### config.mk
export PLATFORM = sky130hd
export DESIGN_NAME = first_fit_extent_allocator_core_flat
export DESIGN_NICKNAME = d
export VERILOG_FILES = /design/src/ffea_pkg.sv /design/src/ffea_if.sv /design/src/first_fit_extent_allocator_core.sv /design/src/ffea_ram.sv /design/src/ffea_ctrl.sv /design/src/ffea_datapath.sv /design/src/flat_wrapper.sv
export SDC_FILE = /design/constraint.sdc
export NUM_CORES = 2
export LEC_CHECK = 0
export BUFFER_PORTS_ARGS = -buffer_cell sky130_fd_sc_hd__buf_2
export CAP_MARGIN = 20
export CORE_UTILIZATION = 25
export CTS_BUF_LIST = sky130_fd_sc_hd__clkbuf_2
export DETAILED_ROUTE_END_ITERATION = 10
export PLACE_DENSITY = 0.42
export SLEW_MARGIN = 20
export SYNTH_ARGS = -nofsm -noshare
export SYNTH_HDL_FRONTEND = slang
export SYNTH_SLANG_ARGS = --single-unit
### constraint.sdc
create_clock -name clk -period 11.8 [get_ports clk]
set_input_delay 0.59 -clock clk [delete_from_list [all_inputs] [get_ports clk]]
set_output_delay 0.59 -clock clk [all_outputs]
set_load 0.02 [all_outputs]
### src/ffea_pkg.sv
// ----------------------------------------------------------------------------
// ffea_pkg: shared types and codes for the first-fit extent allocator
// Request and status codes, table entry layout, controller state and the
// command/status bundles between controller and datapath.
// ----------------------------------------------------------------------------
package ffea_pkg;

	localparam logic [1:0] FUNC_ALLOC  = 2'd0;
	localparam logic [1:0] FUNC_FREE   = 2'd1;
	localparam logic [1:0] FUNC_LOOKUP = 2'd2;

	localparam logic [2:0] ST_OK        = 3'd0;
	localparam logic [2:0] ST_NO_ENTRY  = 3'd1;
	localparam logic [2:0] ST_TAG_TAKEN = 3'd2;
	localparam logic [2:0] ST_NO_SPACE  = 3'd3;
	localparam logic [2:0] ST_NOT_FOUND = 3'd4;

	localparam logic CFG_DISK_SIZE  = 1'b0;
	localparam logic CFG_DATA_START = 1'b1;

	localparam logic [15:0] DISK_SIZE_RST  = 16'hFFFF;
	localparam logic [15:0] DATA_START_RST = 16'h0000;

	typedef struct packed {
		logic [31:0] tag;
		logic [15:0] start;
		logic [15:0] length;
	} entry_t;

	typedef enum logic [2:0] {
		S_IDLE,
		S_SCAN,
		S_DECIDE,
		S_MOVE,
		S_DRAIN,
		S_INS,
		S_OUT
	} ctrl_state_t;

	typedef struct packed {
		logic load;
		logic scan;
		logic decide;
		logic mv_read;
		logic ins;
		logic emit;
	} ffea_cmd_t;

	typedef struct packed {
		logic cnt_zero;
		logic scan_last;
		logic go_move;
		logic go_ins;
		logic move_last;
		logic ins_pend;
	} ffea_stat_t;

endpackage

### src/ffea_if.sv
// ----------------------------------------------------------------------------
// ffea_if: request and response channels
// Valid/ready channels carrying one request item and one result item.
// ----------------------------------------------------------------------------
interface ffea_req_if;
	logic        valid;
	logic        ready;
	logic [1:0]  func;
	logic [31:0] file_tag;
	logic [15:0] req_size;

	modport source(output valid, func, file_tag, req_size, input ready);
	modport sink(input valid, func, file_tag, req_size, output ready);
endinterface

interface ffea_rsp_if;
	logic        valid;
	logic        ready;
	logic [2:0]  status;
	logic [15:0] extent_start;
	logic [15:0] extent_size;
	logic [15:0] free_bytes;
	logic [4:0]  free_entries;

	modport source(output valid, status, extent_start, extent_size, free_bytes,
		free_entries, input ready);
	modport sink(input valid, status, extent_start, extent_size, free_bytes,
		free_entries, output ready);
endinterface

### src/first_fit_extent_allocator_core.sv
// ----------------------------------------------------------------------------
// Sequence: an item is accepted, then the table is scanned one entry at a time
// (no scan when the table is empty), a decide step follows, then any entry
// shifts plus one drain, an insert for an allocation and the result output;
// the scan and shift steps each read one table entry per cycle.
// The output cycle waits while the previous result is still held. One item is
// in flight at a time. Reset: table empty, free bytes = disk size - data start.
// ----------------------------------------------------------------------------
// first_fit_extent_allocator_core: first-fit extent allocator top level
// Controller plus datapath over a sorted extent table.
// ----------------------------------------------------------------------------
module first_fit_extent_allocator_core import ffea_pkg::*; #(
	parameter int MAX_FILES = 16
) (
	input  logic        clk,
	input  logic        arst_n,
	ffea_req_if.sink    req,
	ffea_rsp_if.source  rsp,
	input  logic        cfg_we,
	input  logic        cfg_index,
	input  logic [15:0] cfg_data
);

	ffea_cmd_t  cmd;
	ffea_stat_t stat;

	ffea_ctrl u_ctrl (
		.clk      (clk),
		.arst_n   (arst_n),
		.in_valid (req.valid),
		.in_ready (req.ready),
		.out_valid(rsp.valid),
		.out_ready(rsp.ready),
		.stat     (stat),
		.cmd      (cmd)
	);

	ffea_datapath #(
		.MAX_FILES(MAX_FILES)
	) u_dp (
		.clk             (clk),
		.arst_n          (arst_n),
		.cmd             (cmd),
		.stat            (stat),
		.cfg_we          (cfg_we),
		.cfg_index       (cfg_index),
		.cfg_data        (cfg_data),
		.in_func         (req.func),
		.in_tag          (req.file_tag),
		.in_size         (req.req_size),
		.out_status      (rsp.status),
		.out_start       (rsp.extent_start),
		.out_size        (rsp.extent_size),
		.out_free_bytes  (rsp.free_bytes),
		.out_free_entries(rsp.free_entries)
	);

endmodule

### src/ffea_ram.sv
// ----------------------------------------------------------------------------
// ffea_ram: generic simple dual-port RAM
// One write port, one read port, registered read data, no reset.
// ----------------------------------------------------------------------------
module ffea_ram #(
	parameter int WIDTH = 64,
	parameter int DEPTH = 16
) (
	input  logic                     clk,
	input  logic                     we,
	input  logic [$clog2(DEPTH)-1:0] waddr,
	input  logic [WIDTH-1:0]         wdata,
	input  logic [$clog2(DEPTH)-1:0] raddr,
	output logic [WIDTH-1:0]         rdata
);

	logic [WIDTH-1:0] mem_q [DEPTH];

	always_ff @(posedge clk) begin
		if (we) begin
			mem_q[waddr] <= wdata;
		end
		rdata <= mem_q[raddr];
	end

endmodule

### src/ffea_ctrl.sv
// ----------------------------------------------------------------------------
// ffea_ctrl: allocator sequencer
// Steps each item through scan, decide, shift, insert and result output.
// ----------------------------------------------------------------------------
module ffea_ctrl import ffea_pkg::*; (
	input  logic       clk,
	input  logic       arst_n,
	input  logic       in_valid,
	output logic       in_ready,
	output logic       out_valid,
	input  logic       out_ready,
	input  ffea_stat_t stat,
	output ffea_cmd_t  cmd
);

	ctrl_state_t state_q, state_d;
	logic        out_valid_q;
	logic        slot_free;
	logic        accept;

	assign slot_free = !out_valid_q || out_ready;
	assign in_ready  = (state_q == S_IDLE);
	assign accept    = in_valid && in_ready;
	assign out_valid = out_valid_q;

	always_comb begin
		state_d = state_q;
		case (state_q)
			S_IDLE: begin
				if (accept) begin
					state_d = stat.cnt_zero ? S_DECIDE : S_SCAN;
				end
			end
			S_SCAN: begin
				if (stat.scan_last) begin
					state_d = S_DECIDE;
				end
			end
			S_DECIDE: begin
				if (stat.go_move) begin
					state_d = S_MOVE;
				end else if (stat.go_ins) begin
					state_d = S_INS;
				end else begin
					state_d = S_OUT;
				end
			end
			S_MOVE: begin
				if (stat.move_last) begin
					state_d = S_DRAIN;
				end
			end
			S_DRAIN: begin
				state_d = stat.ins_pend ? S_INS : S_OUT;
			end
			S_INS: begin
				state_d = S_OUT;
			end
			S_OUT: begin
				if (slot_free) begin
					state_d = S_IDLE;
				end
			end
			default: begin
				state_d = S_IDLE;
			end
		endcase
	end

	always_comb begin
		cmd         = '0;
		cmd.load    = accept;
		cmd.scan    = (state_q == S_SCAN);
		cmd.decide  = (state_q == S_DECIDE);
		cmd.mv_read = (state_q == S_MOVE);
		cmd.ins     = (state_q == S_INS);
		cmd.emit    = (state_q == S_OUT) && slot_free;
	end

	always_ff @(posedge clk or negedge arst_n) begin
		if (!arst_n) begin
			state_q     <= S_IDLE;
			out_valid_q <= 1'b0;
		end else begin
			state_q <= state_d;
			if (cmd.emit) begin
				out_valid_q <= 1'b1;
			end else if (out_ready) begin
				out_valid_q <= 1'b0;
			end
		end
	end

endmodule

### src/ffea_datapath.sv
// ----------------------------------------------------------------------------
// ffea_datapath: extent table, gap search and free-space accounting
// Sorted entry table in RAM, one entry examined per scan cycle, pipelined
// one-entry-per-cycle shifting for insert and remove.
// ----------------------------------------------------------------------------
module ffea_datapath import ffea_pkg::*; #(
	parameter int MAX_FILES = 16
) (
	input  logic        clk,
	input  logic        arst_n,
	input  ffea_cmd_t   cmd,
	output ffea_stat_t  stat,
	input  logic        cfg_we,
	input  logic        cfg_index,
	input  logic [15:0] cfg_data,
	input  logic [1:0]  in_func,
	input  logic [31:0] in_tag,
	input  logic [15:0] in_size,
	output logic [2:0]  out_status,
	output logic [15:0] out_start,
	output logic [15:0] out_size,
	output logic [15:0] out_free_bytes,
	output logic [4:0]  out_free_entries
);

	localparam int AW = $clog2(MAX_FILES);
	localparam int CW = $clog2(MAX_FILES + 1);
	localparam int UW = 16 + CW;
	localparam logic [CW-1:0] MAX_CNT = CW'(MAX_FILES);

	// configuration and accounting
	logic [15:0]   disk_size_q, data_start_q, bytes_free_q;
	logic [UW-1:0] used_q;
	logic [CW-1:0] cnt_q, cnt_m1, ent_free;

	// request and search state
	logic [1:0]    func_q;
	logic [31:0]   tag_q;
	logic [15:0]   size_q;
	logic [AW-1:0] idx_q, end_q, pos_q, ins_pos_q, found_idx_q, rd_addr_q;
	logic [16:0]   cursor_q;
	logic          gap_q, match_q, mv_q, ins_q, dir_up_q;
	logic [15:0]   found_start_q, found_len_q;
	logic [2:0]    res_status_q;
	logic [15:0]   res_start_q, res_size_q;

	// RAM
	logic          ram_we;
	logic [AW-1:0] ram_waddr, ram_raddr;
	entry_t        ram_wdata, ram_rdata;

	ffea_ram #(
		.WIDTH($bits(entry_t)),
		.DEPTH(MAX_FILES)
	) u_table (
		.clk  (clk),
		.we   (ram_we),
		.waddr(ram_waddr),
		.wdata(ram_wdata),
		.raddr(ram_raddr),
		.rdata(ram_rdata)
	);

	// scan step
	logic [16:0] s17, e17;
	logic        fits_before, tag_hit;

	assign s17         = {1'b0, ram_rdata.start};
	assign e17         = s17 + {1'b0, ram_rdata.length};
	assign fits_before = (s17 >= cursor_q) && ((s17 - cursor_q) >= {1'b0, size_q});
	assign tag_hit     = (ram_rdata.tag == tag_q);

	// decision
	logic [16:0]   disk17;
	logic          tail_fits, is_alloc, dec_ok, alloc_ok, free_ok, up_need, dn_need;
	logic [2:0]    dec_status;
	logic [AW-1:0] dec_pos;

	assign cnt_m1    = cnt_q - 1'b1;
	assign ent_free  = MAX_CNT - cnt_q;
	assign disk17    = {1'b0, disk_size_q};
	assign tail_fits = (disk17 >= cursor_q) && ((disk17 - cursor_q) >= {1'b0, size_q});
	assign is_alloc  = (func_q == FUNC_ALLOC);

	always_comb begin
		dec_status = ST_OK;
		dec_pos    = pos_q;
		if (is_alloc) begin
			if (cnt_q == MAX_CNT) begin
				dec_status = ST_NO_ENTRY;
			end else if (match_q) begin
				dec_status = ST_TAG_TAKEN;
			end else if (bytes_free_q < size_q) begin
				dec_status = ST_NO_SPACE;
			end else if (!gap_q) begin
				if (tail_fits) begin
					dec_pos = cnt_q[AW-1:0];
				end else begin
					dec_status = ST_NO_SPACE;
				end
			end
		end else if (!match_q) begin
			dec_status = ST_NOT_FOUND;
		end
	end

	assign dec_ok   = (dec_status == ST_OK);
	assign alloc_ok = is_alloc && dec_ok;
	assign free_ok  = (func_q == FUNC_FREE) && dec_ok;
	assign up_need  = alloc_ok && (CW'(dec_pos) != cnt_q);
	assign dn_need  = free_ok && (CW'(found_idx_q) != cnt_m1);

	always_comb begin
		stat           = '0;
		stat.cnt_zero  = (cnt_q == '0);
		stat.scan_last = (CW'(idx_q) == cnt_m1);
		stat.go_move   = up_need || dn_need;
		stat.go_ins    = alloc_ok && !up_need;
		stat.move_last = (idx_q == end_q);
		stat.ins_pend  = ins_q;
	end

	// RAM ports
	always_comb begin
		if (cmd.scan) begin
			ram_raddr = idx_q + 1'b1;
		end else if (cmd.mv_read) begin
			ram_raddr = idx_q;
		end else begin
			ram_raddr = '0;
		end
	end

	assign ram_we    = mv_q || cmd.ins;
	assign ram_waddr = cmd.ins ? ins_pos_q :
		(dir_up_q ? rd_addr_q + 1'b1 : rd_addr_q - 1'b1);
	assign ram_wdata = cmd.ins ? entry_t'{tag: tag_q, start: res_start_q, length: size_q}
		: ram_rdata;

	// configuration recompute
	logic [15:0]   new_disk, new_ds, span;
	logic [UW-1:0] span_w, span_left;

	assign new_disk  = (cfg_index == CFG_DISK_SIZE) ? cfg_data : disk_size_q;
	assign new_ds    = (cfg_index == CFG_DATA_START) ? cfg_data : data_start_q;
	assign span      = (new_disk >= new_ds) ? new_disk - new_ds : 16'd0;
	assign span_w    = UW'(span);
	assign span_left = span_w - used_q;

	logic [16:0] free_sum;
	assign free_sum = {1'b0, bytes_free_q} + {1'b0, found_len_q};

	always_ff @(posedge clk or negedge arst_n) begin
		if (!arst_n) begin
			disk_size_q  <= DISK_SIZE_RST;
			data_start_q <= DATA_START_RST;
			bytes_free_q <= DISK_SIZE_RST - DATA_START_RST;
			used_q       <= '0;
			cnt_q        <= '0;
			gap_q        <= 1'b0;
			match_q      <= 1'b0;
			mv_q         <= 1'b0;
			ins_q        <= 1'b0;
		end else begin
			mv_q <= cmd.mv_read;
			if (cfg_we) begin
				if (cfg_index == CFG_DISK_SIZE) begin
					disk_size_q <= cfg_data;
				end else begin
					data_start_q <= cfg_data;
				end
				bytes_free_q <= (span_w >= used_q) ? span_left[15:0] : 16'd0;
			end else if (cmd.decide) begin
				if (alloc_ok) begin
					bytes_free_q <= bytes_free_q - size_q;
					used_q       <= used_q + UW'(size_q);
					cnt_q        <= cnt_q + 1'b1;
				end else if (free_ok) begin
					bytes_free_q <= free_sum[16] ? 16'hFFFF : free_sum[15:0];
					used_q       <= used_q - UW'(found_len_q);
					cnt_q        <= cnt_m1;
				end
			end
			if (cmd.load) begin
				gap_q   <= 1'b0;
				match_q <= 1'b0;
			end else if (cmd.scan) begin
				if (tag_hit) begin
					match_q <= 1'b1;
				end
				if (!gap_q && fits_before) begin
					gap_q <= 1'b1;
				end
			end
			if (cmd.decide) begin
				ins_q <= alloc_ok;
			end
		end
	end

	always_ff @(posedge clk) begin
		if (cmd.load) begin
			func_q   <= in_func;
			tag_q    <= in_tag;
			size_q   <= in_size;
			cursor_q <= {1'b0, data_start_q};
			idx_q    <= '0;
		end else if (cmd.scan) begin
			idx_q <= idx_q + 1'b1;
			if (tag_hit && !match_q) begin
				found_idx_q   <= idx_q;
				found_start_q <= ram_rdata.start;
				found_len_q   <= ram_rdata.length;
			end
			if (!gap_q) begin
				if (fits_before) begin
					pos_q <= idx_q;
				end else if (e17 > cursor_q) begin
					cursor_q <= e17;
				end
			end
		end else if (cmd.decide) begin
			res_status_q <= dec_status;
			res_start_q  <= alloc_ok ? cursor_q[15:0] : (dec_ok ? found_start_q : 16'd0);
			res_size_q   <= alloc_ok ? size_q : (dec_ok ? found_len_q : 16'd0);
			ins_pos_q    <= dec_pos;
			dir_up_q     <= is_alloc;
			idx_q        <= is_alloc ? cnt_m1[AW-1:0] : found_idx_q + 1'b1;
			end_q        <= is_alloc ? dec_pos : cnt_m1[AW-1:0];
		end else if (cmd.mv_read) begin
			rd_addr_q <= idx_q;
			idx_q     <= dir_up_q ? idx_q - 1'b1 : idx_q + 1'b1;
		end
		if (cmd.emit) begin
			out_status       <= res_status_q;
			out_start        <= res_start_q;
			out_size         <= res_size_q;
			out_free_bytes   <= bytes_free_q;
			out_free_entries <= 5'(ent_free);
		end
	end

	a_cnt_range: assert property (@(posedge clk) disable iff (!arst_n)
		cnt_q <= MAX_CNT)
		else $error("entry count beyond table depth");

	a_one_write: assert property (@(posedge clk) disable iff (!arst_n)
		!(cmd.ins && mv_q))
		else $error("insert collides with shift write");

	a_scan_no_write: assert property (@(posedge clk) disable iff (!arst_n)
		cmd.scan |-> !ram_we)
		else $error("table written during scan");

	a_alloc_count: assert property (@(posedge clk) disable iff (!arst_n)
		cmd.decide && alloc_ok && !cfg_we |=> cnt_q == $past(cnt_q) + 1'b1)
		else $error("allocate did not take an entry");

endmodule
### src/flat_wrapper.sv
// flat-port wrapper written by rule: the top's interface ports become plain ports
module first_fit_extent_allocator_core_flat import ffea_pkg::*;
#(
	parameter int MAX_FILES = 16
)
  (clk, arst_n, cfg_we, cfg_index, cfg_data, req_valid, req_func, req_file_tag, req_req_size, req_ready, rsp_valid, rsp_status, rsp_extent_start, rsp_extent_size, rsp_free_bytes, rsp_free_entries, rsp_ready);
  ffea_req_if req_i ();
  ffea_rsp_if rsp_i ();
  input  logic clk;
  input  logic arst_n;
  input  logic cfg_we;
  input  logic cfg_index;
  input  logic [15:0] cfg_data;
  input wire logic [$bits(req_i.valid)-1:0] req_valid;
  input wire logic [$bits(req_i.func)-1:0] req_func;
  input wire logic [$bits(req_i.file_tag)-1:0] req_file_tag;
  input wire logic [$bits(req_i.req_size)-1:0] req_req_size;
  output wire logic [$bits(req_i.ready)-1:0] req_ready;
  output wire logic [$bits(rsp_i.valid)-1:0] rsp_valid;
  output wire logic [$bits(rsp_i.status)-1:0] rsp_status;
  output wire logic [$bits(rsp_i.extent_start)-1:0] rsp_extent_start;
  output wire logic [$bits(rsp_i.extent_size)-1:0] rsp_extent_size;
  output wire logic [$bits(rsp_i.free_bytes)-1:0] rsp_free_bytes;
  output wire logic [$bits(rsp_i.free_entries)-1:0] rsp_free_entries;
  input wire logic [$bits(rsp_i.ready)-1:0] rsp_ready;
  assign req_i.valid = req_valid;
  assign req_i.func = req_func;
  assign req_i.file_tag = req_file_tag;
  assign req_i.req_size = req_req_size;
  assign req_ready = req_i.ready;
  assign rsp_valid = rsp_i.valid;
  assign rsp_status = rsp_i.status;
  assign rsp_extent_start = rsp_i.extent_start;
  assign rsp_extent_size = rsp_i.extent_size;
  assign rsp_free_bytes = rsp_i.free_bytes;
  assign rsp_free_entries = rsp_i.free_entries;
  assign rsp_i.ready = rsp_ready;
  first_fit_extent_allocator_core #(.MAX_FILES(MAX_FILES)) u_core (.clk(clk), .arst_n(arst_n), .req(req_i), .rsp(rsp_i), .cfg_we(cfg_we), .cfg_index(cfg_index), .cfg_data(cfg_data));
endmodule
==> results.md <==
* Initial antenna violation count at 14
* Die Y-Extent at 499 um
* R2R Setup Slk at 4.36 ns
* Post-synthesis instance area at 0.0618 mm2
* Total global-route track usage at 15.2%
* Leading post-synthesis cells by cell area: sky130_fd_sc_hd__edfxtp_1, sky130_fd_sc_hd__nand2_1, sky130_fd_sc_hd__a211oi_1
* Remaining antenna violation count at 0
* Number of input and output port buffers inserted at 129
* Wire length of the first global-routing pass at 281000 um
* Number of cells on the worst reg-to-reg path at 32
* CTS Sinks at 1385
* Flip-flop and latch count after synthesis at 1385
* Routability-driven placement congestion ratio at 0.820
* Worst endpoint data arrival time at 8.92 ns
* Signed area change from the synthesized netlist to the final layout at 15.9%
* Aggregate negative setup slack at 0 ns
* Endpoint of the lowest-slack register-to-register path: u_core.u_dp.used_q[20]
* Commonest non-fill, non-tap cells in the layout: sky130_fd_sc_hd__edfxtp_1, sky130_fd_sc_hd__nand2_1, sky130_fd_sc_hd__clkbuf_2
* Most common library cell in the layout ignoring fill and taps: sky130_fd_sc_hd__edfxtp_1
* Leakage power total at 25.1 nW
* Clock-pin transition on the worst setup and hold timing paths at 0.12 ns
* Starting utilization of the core area at 25.1%
* Number of global-route vias before repair at 41300
* Maximum vdd ir drop at 149 uV
* Endpoints failing setup at 0
* Total I/O pin count at 130
* Ys flop type: sky130_fd_sc_hd__edfxtp_1
* Distinct cell type count after synthesis at 82
* Category of the critical setup timing path: reg2reg
* Avg WL per Cell at 21.9 um
* Slowest stage delay, CP at 0.57 ns
* Fraction of final layout cells sized beyond drive strength 1 at 17.8%
* Maxcap violations at 0
* Yosys top cell area share at 60.0%
* Beginning of the worst register-to-register path: u_core.u_dp.disk_size_q[0]
* Number of enable-type register cells in the synthesized netlist at 1234
* Skew final at 0.303 ns
* Fill cell instance count of the final layout at 25400
* Final cycle utilization of the critical path at 63.1%
* Max-slew violation count at 0
* PostCTS Resize Cnt at 0
* Nets in the synthesized netlist at 5090
* Number of DRC violations after detailed-routing iteration 0 at 3264
* Floorplan row count at 182
* Slowest cell on crit path: sky130_fd_sc_hd__buf_4
* Origin of the worst setup path: u_core.u_dp.disk_size_q[0]
* Minimum period implied by the final worst setup slack at 7.44 ns
* Wire length reported by the detailed router at 193000 um
* Cells after synthesis at 4818
* Status: complete, no violations
* Vias post-DR at 41200
* Mapped Avg Cell Area at 12.8 um2
* Area leader, netlist: sky130_fd_sc_hd__edfxtp_1
* Cts bufs inserted at 374
* Worst hold-check path type: in2reg
* Worst-Skew Late Latency at 1.75 ns
* Critical-path maximum fanout at 59
* DR vias/cell at 4.66
* RSZ-0062 raised after global routing: no
* Core box area at 0.246 mm2
* Remaining Overflow, GRT at 0
* Data required time of the worst path at 13.28 ns
* Post-synth ARST share at 5.92%
* Transition time at the pin with the least slew margin at 1.09 ns
* Critical path launch point type: register
* Die ar. at 0.249 mm2
* Worst Setup EP: u_core.u_dp.used_q[20]
* Max-Slew Margin vs Limit at 26.9%
* Endpoint kind of the worst setup timing path: register
* Final hold violation count at 0
* Maximum number of buffers from clock root to sink at 4
* Number of synthesis warnings at 0
* DRC violation count after routing at 0
* Count of nets after finishing at 5600
* Power per Cell Area at 255 mW/mm2
* HPWL reported at the end of detailed placement at 109000 um
* Clock root cell: sky130_fd_sc_hd__clkbuf_2
* Maximum number of pins on one net before global-route repair at 181
* Register area share after synthesis at 65.6%
* Router iterations before antenna repair at 8
* Cell seen most often among critical-path stages: sky130_fd_sc_hd__nor2_1
* DIE WIDTH at 499 um
* Maximum level of the CTS H-tree at 5
* Maximum operating frequency at 0.134 GHz
* Final core area utilization at 29.1%
* Clock tree from TritonCTS: yes
* Overall power after layout at 18.3 mW
==> power breakdown <==
part,switching [mW],internal (mW)
combinational,4.88,2.66
clock,2.07,1.37
sequential,0.534,6.74
==> final cells by class <==
type,count,area (um2),area share (%)
multi-input cells,3053,20000,28.0
repair buffers,408,3300,4.60
well taps,3220,4030,5.62
flip-flops and latches,1385,40500,56.6
inverters,106,400,0.559
clock buffers,585,2930,4.09
diodes,13,32.5,0.0454
clock inverters,79,394,0.550
==> metrics by stage <==
| stage | std cells | instance area, um2 | setup WS (ns) | hold slack (ns) |
|---|---|---|---|---|
| after global routing | 8845 | 71600 | 3.84 | 0.0583 |
| after CTS | 8836 | 71600 | 4.47 | 0.00174 |
| after global placement | 7975 | 66300 | 4.47 | 0.404 |
| final | 8849 | 71600 | 4.36 | 0.321 |
| after floorplan | 4818 | 61800 | 5.55 | 0.294 |
| after detailed placement | 7975 | 66300 | 4.44 | 0.411 |
==> worst max-delay path, delay by kind of cell, from the launching register on <==
family	cells	cell delay, ns
XOR/XNOR	3	0.44
AO/OA/AOI/OAI	11	2.64
buffers and inverters	3	0.70
flip-flops	1	0.56
adder cells (fa/ha/maj)	5	1.37
AND/OR/NAND/NOR	10	1.54
==> kinds of logic after synthesis <==
kind of cell	share of synthesized area, %
fa+ha+maj	4.16
flops	65.6
xor+xnor	2.61
compound gates	13.4
mux	2.05
simple gates	9.89
buf+inv	2.35
==> layer usage <==
metal | GRT usage [%] | vias up | routed length [um]
li1 | - | 19400 | -
met1 | 21.4 | 20500 | 93600
met2 | 23.3 | 1043 | 85200
met3 | 2.92 | 296 | 10100
met4 | 4.91 | 0 | 4430
met5 | 0 | - | 0
==> registers in the layout, indices dropped and copies added (netlist names), 5 cells and up <==
| name | flops |
|---|---|
| u_core.u_dp.bytes_free_q | 16 |
| u_core.u_dp.cnt_q | 5 |
| u_core.u_dp.cursor_q | 17 |
| u_core.u_dp.data_start_q | 16 |
| u_core.u_dp.disk_size_q | 16 |
| u_core.u_dp.found_len_q | 16 |
| u_core.u_dp.found_start_q | 16 |
| u_core.u_dp.out_free_bytes | 16 |
| u_core.u_dp.out_free_entries | 5 |
| u_core.u_dp.out_size | 16 |
| u_core.u_dp.out_start | 16 |
| u_core.u_dp.res_size_q | 16 |
| u_core.u_dp.res_start_q | 16 |
| u_core.u_dp.size_q | 16 |
| u_core.u_dp.tag_q | 32 |
| u_core.u_dp.u_table.mem_q | 1024 |
| u_core.u_dp.u_table.rdata | 64 |
| u_core.u_dp.used_q | 21 |
==> what timing repair did <==
action | CTS | global route
setup endpoints to repair | 0 | 0
buffers inserted | 0 | 0
endpoints found under the hold margin | 291 | 0
hold buffers | 197 | 0
==> synth_stat cells (11+ instances only) <==
cell type / n
sky130_fd_sc_hd__o31ai_1: 11
sky130_fd_sc_hd__nor2b_1: 19
sky130_fd_sc_hd__a31oi_1: 143
sky130_fd_sc_hd__a211oi_1: 339
sky130_fd_sc_hd__mux2_2: 92
sky130_fd_sc_hd__edfxtp_1: 1234
sky130_fd_sc_hd__buf_1: 11
sky130_fd_sc_hd__nand4_1: 22
sky130_fd_sc_hd__dfxtp_1: 69
sky130_fd_sc_hd__a21oi_1: 273
sky130_fd_sc_hd__and2_1: 262
sky130_fd_sc_hd__ha_1: 191
sky130_fd_sc_hd__clkbuf_1: 253
sky130_fd_sc_hd__inv_1: 105
sky130_fd_sc_hd__xor2_1: 64
sky130_fd_sc_hd__nand2b_1: 18
sky130_fd_sc_hd__o21bai_1: 19
sky130_fd_sc_hd__a311oi_1: 136
sky130_fd_sc_hd__nor3_1: 38
sky130_fd_sc_hd__a21o_1: 45
sky130_fd_sc_hd__o21a_1: 29
sky130_fd_sc_hd__nand2_1: 720
sky130_fd_sc_hd__dfstp_2: 32
sky130_fd_sc_hd__nand3_1: 28
sky130_fd_sc_hd__dfrtp_1: 50
sky130_fd_sc_hd__or3_1: 13
sky130_fd_sc_hd__nor2_1: 154
sky130_fd_sc_hd__mux2i_1: 23
sky130_fd_sc_hd__xnor2_1: 120
sky130_fd_sc_hd__o21ai_0: 151
==> how the worst min path moves through the flow <==
stage / start / endpoint / slack [ns] / cells after the start
global route: req_file_tag[30] / u_core.u_dp.tag_q[30] / 0.06 / 3
global placement: u_core.u_dp.res_size_q[9] / u_core.u_dp.out_size[9] / 0.40 / 0
finish: req_req_size[9] / u_core.u_dp.size_q[9] / 0.32 / 3
floorplan: arst_n / u_core.u_ctrl.out_valid / 0.29 / 0
CTS: req_req_size[9] / u_core.u_dp.size_q[9] / 0.002 / 3
detailed placement: u_core.u_dp.res_size_q[0] / u_core.u_dp.out_size[0] / 0.41 / 0
Power figures use the tool's default switching activity.
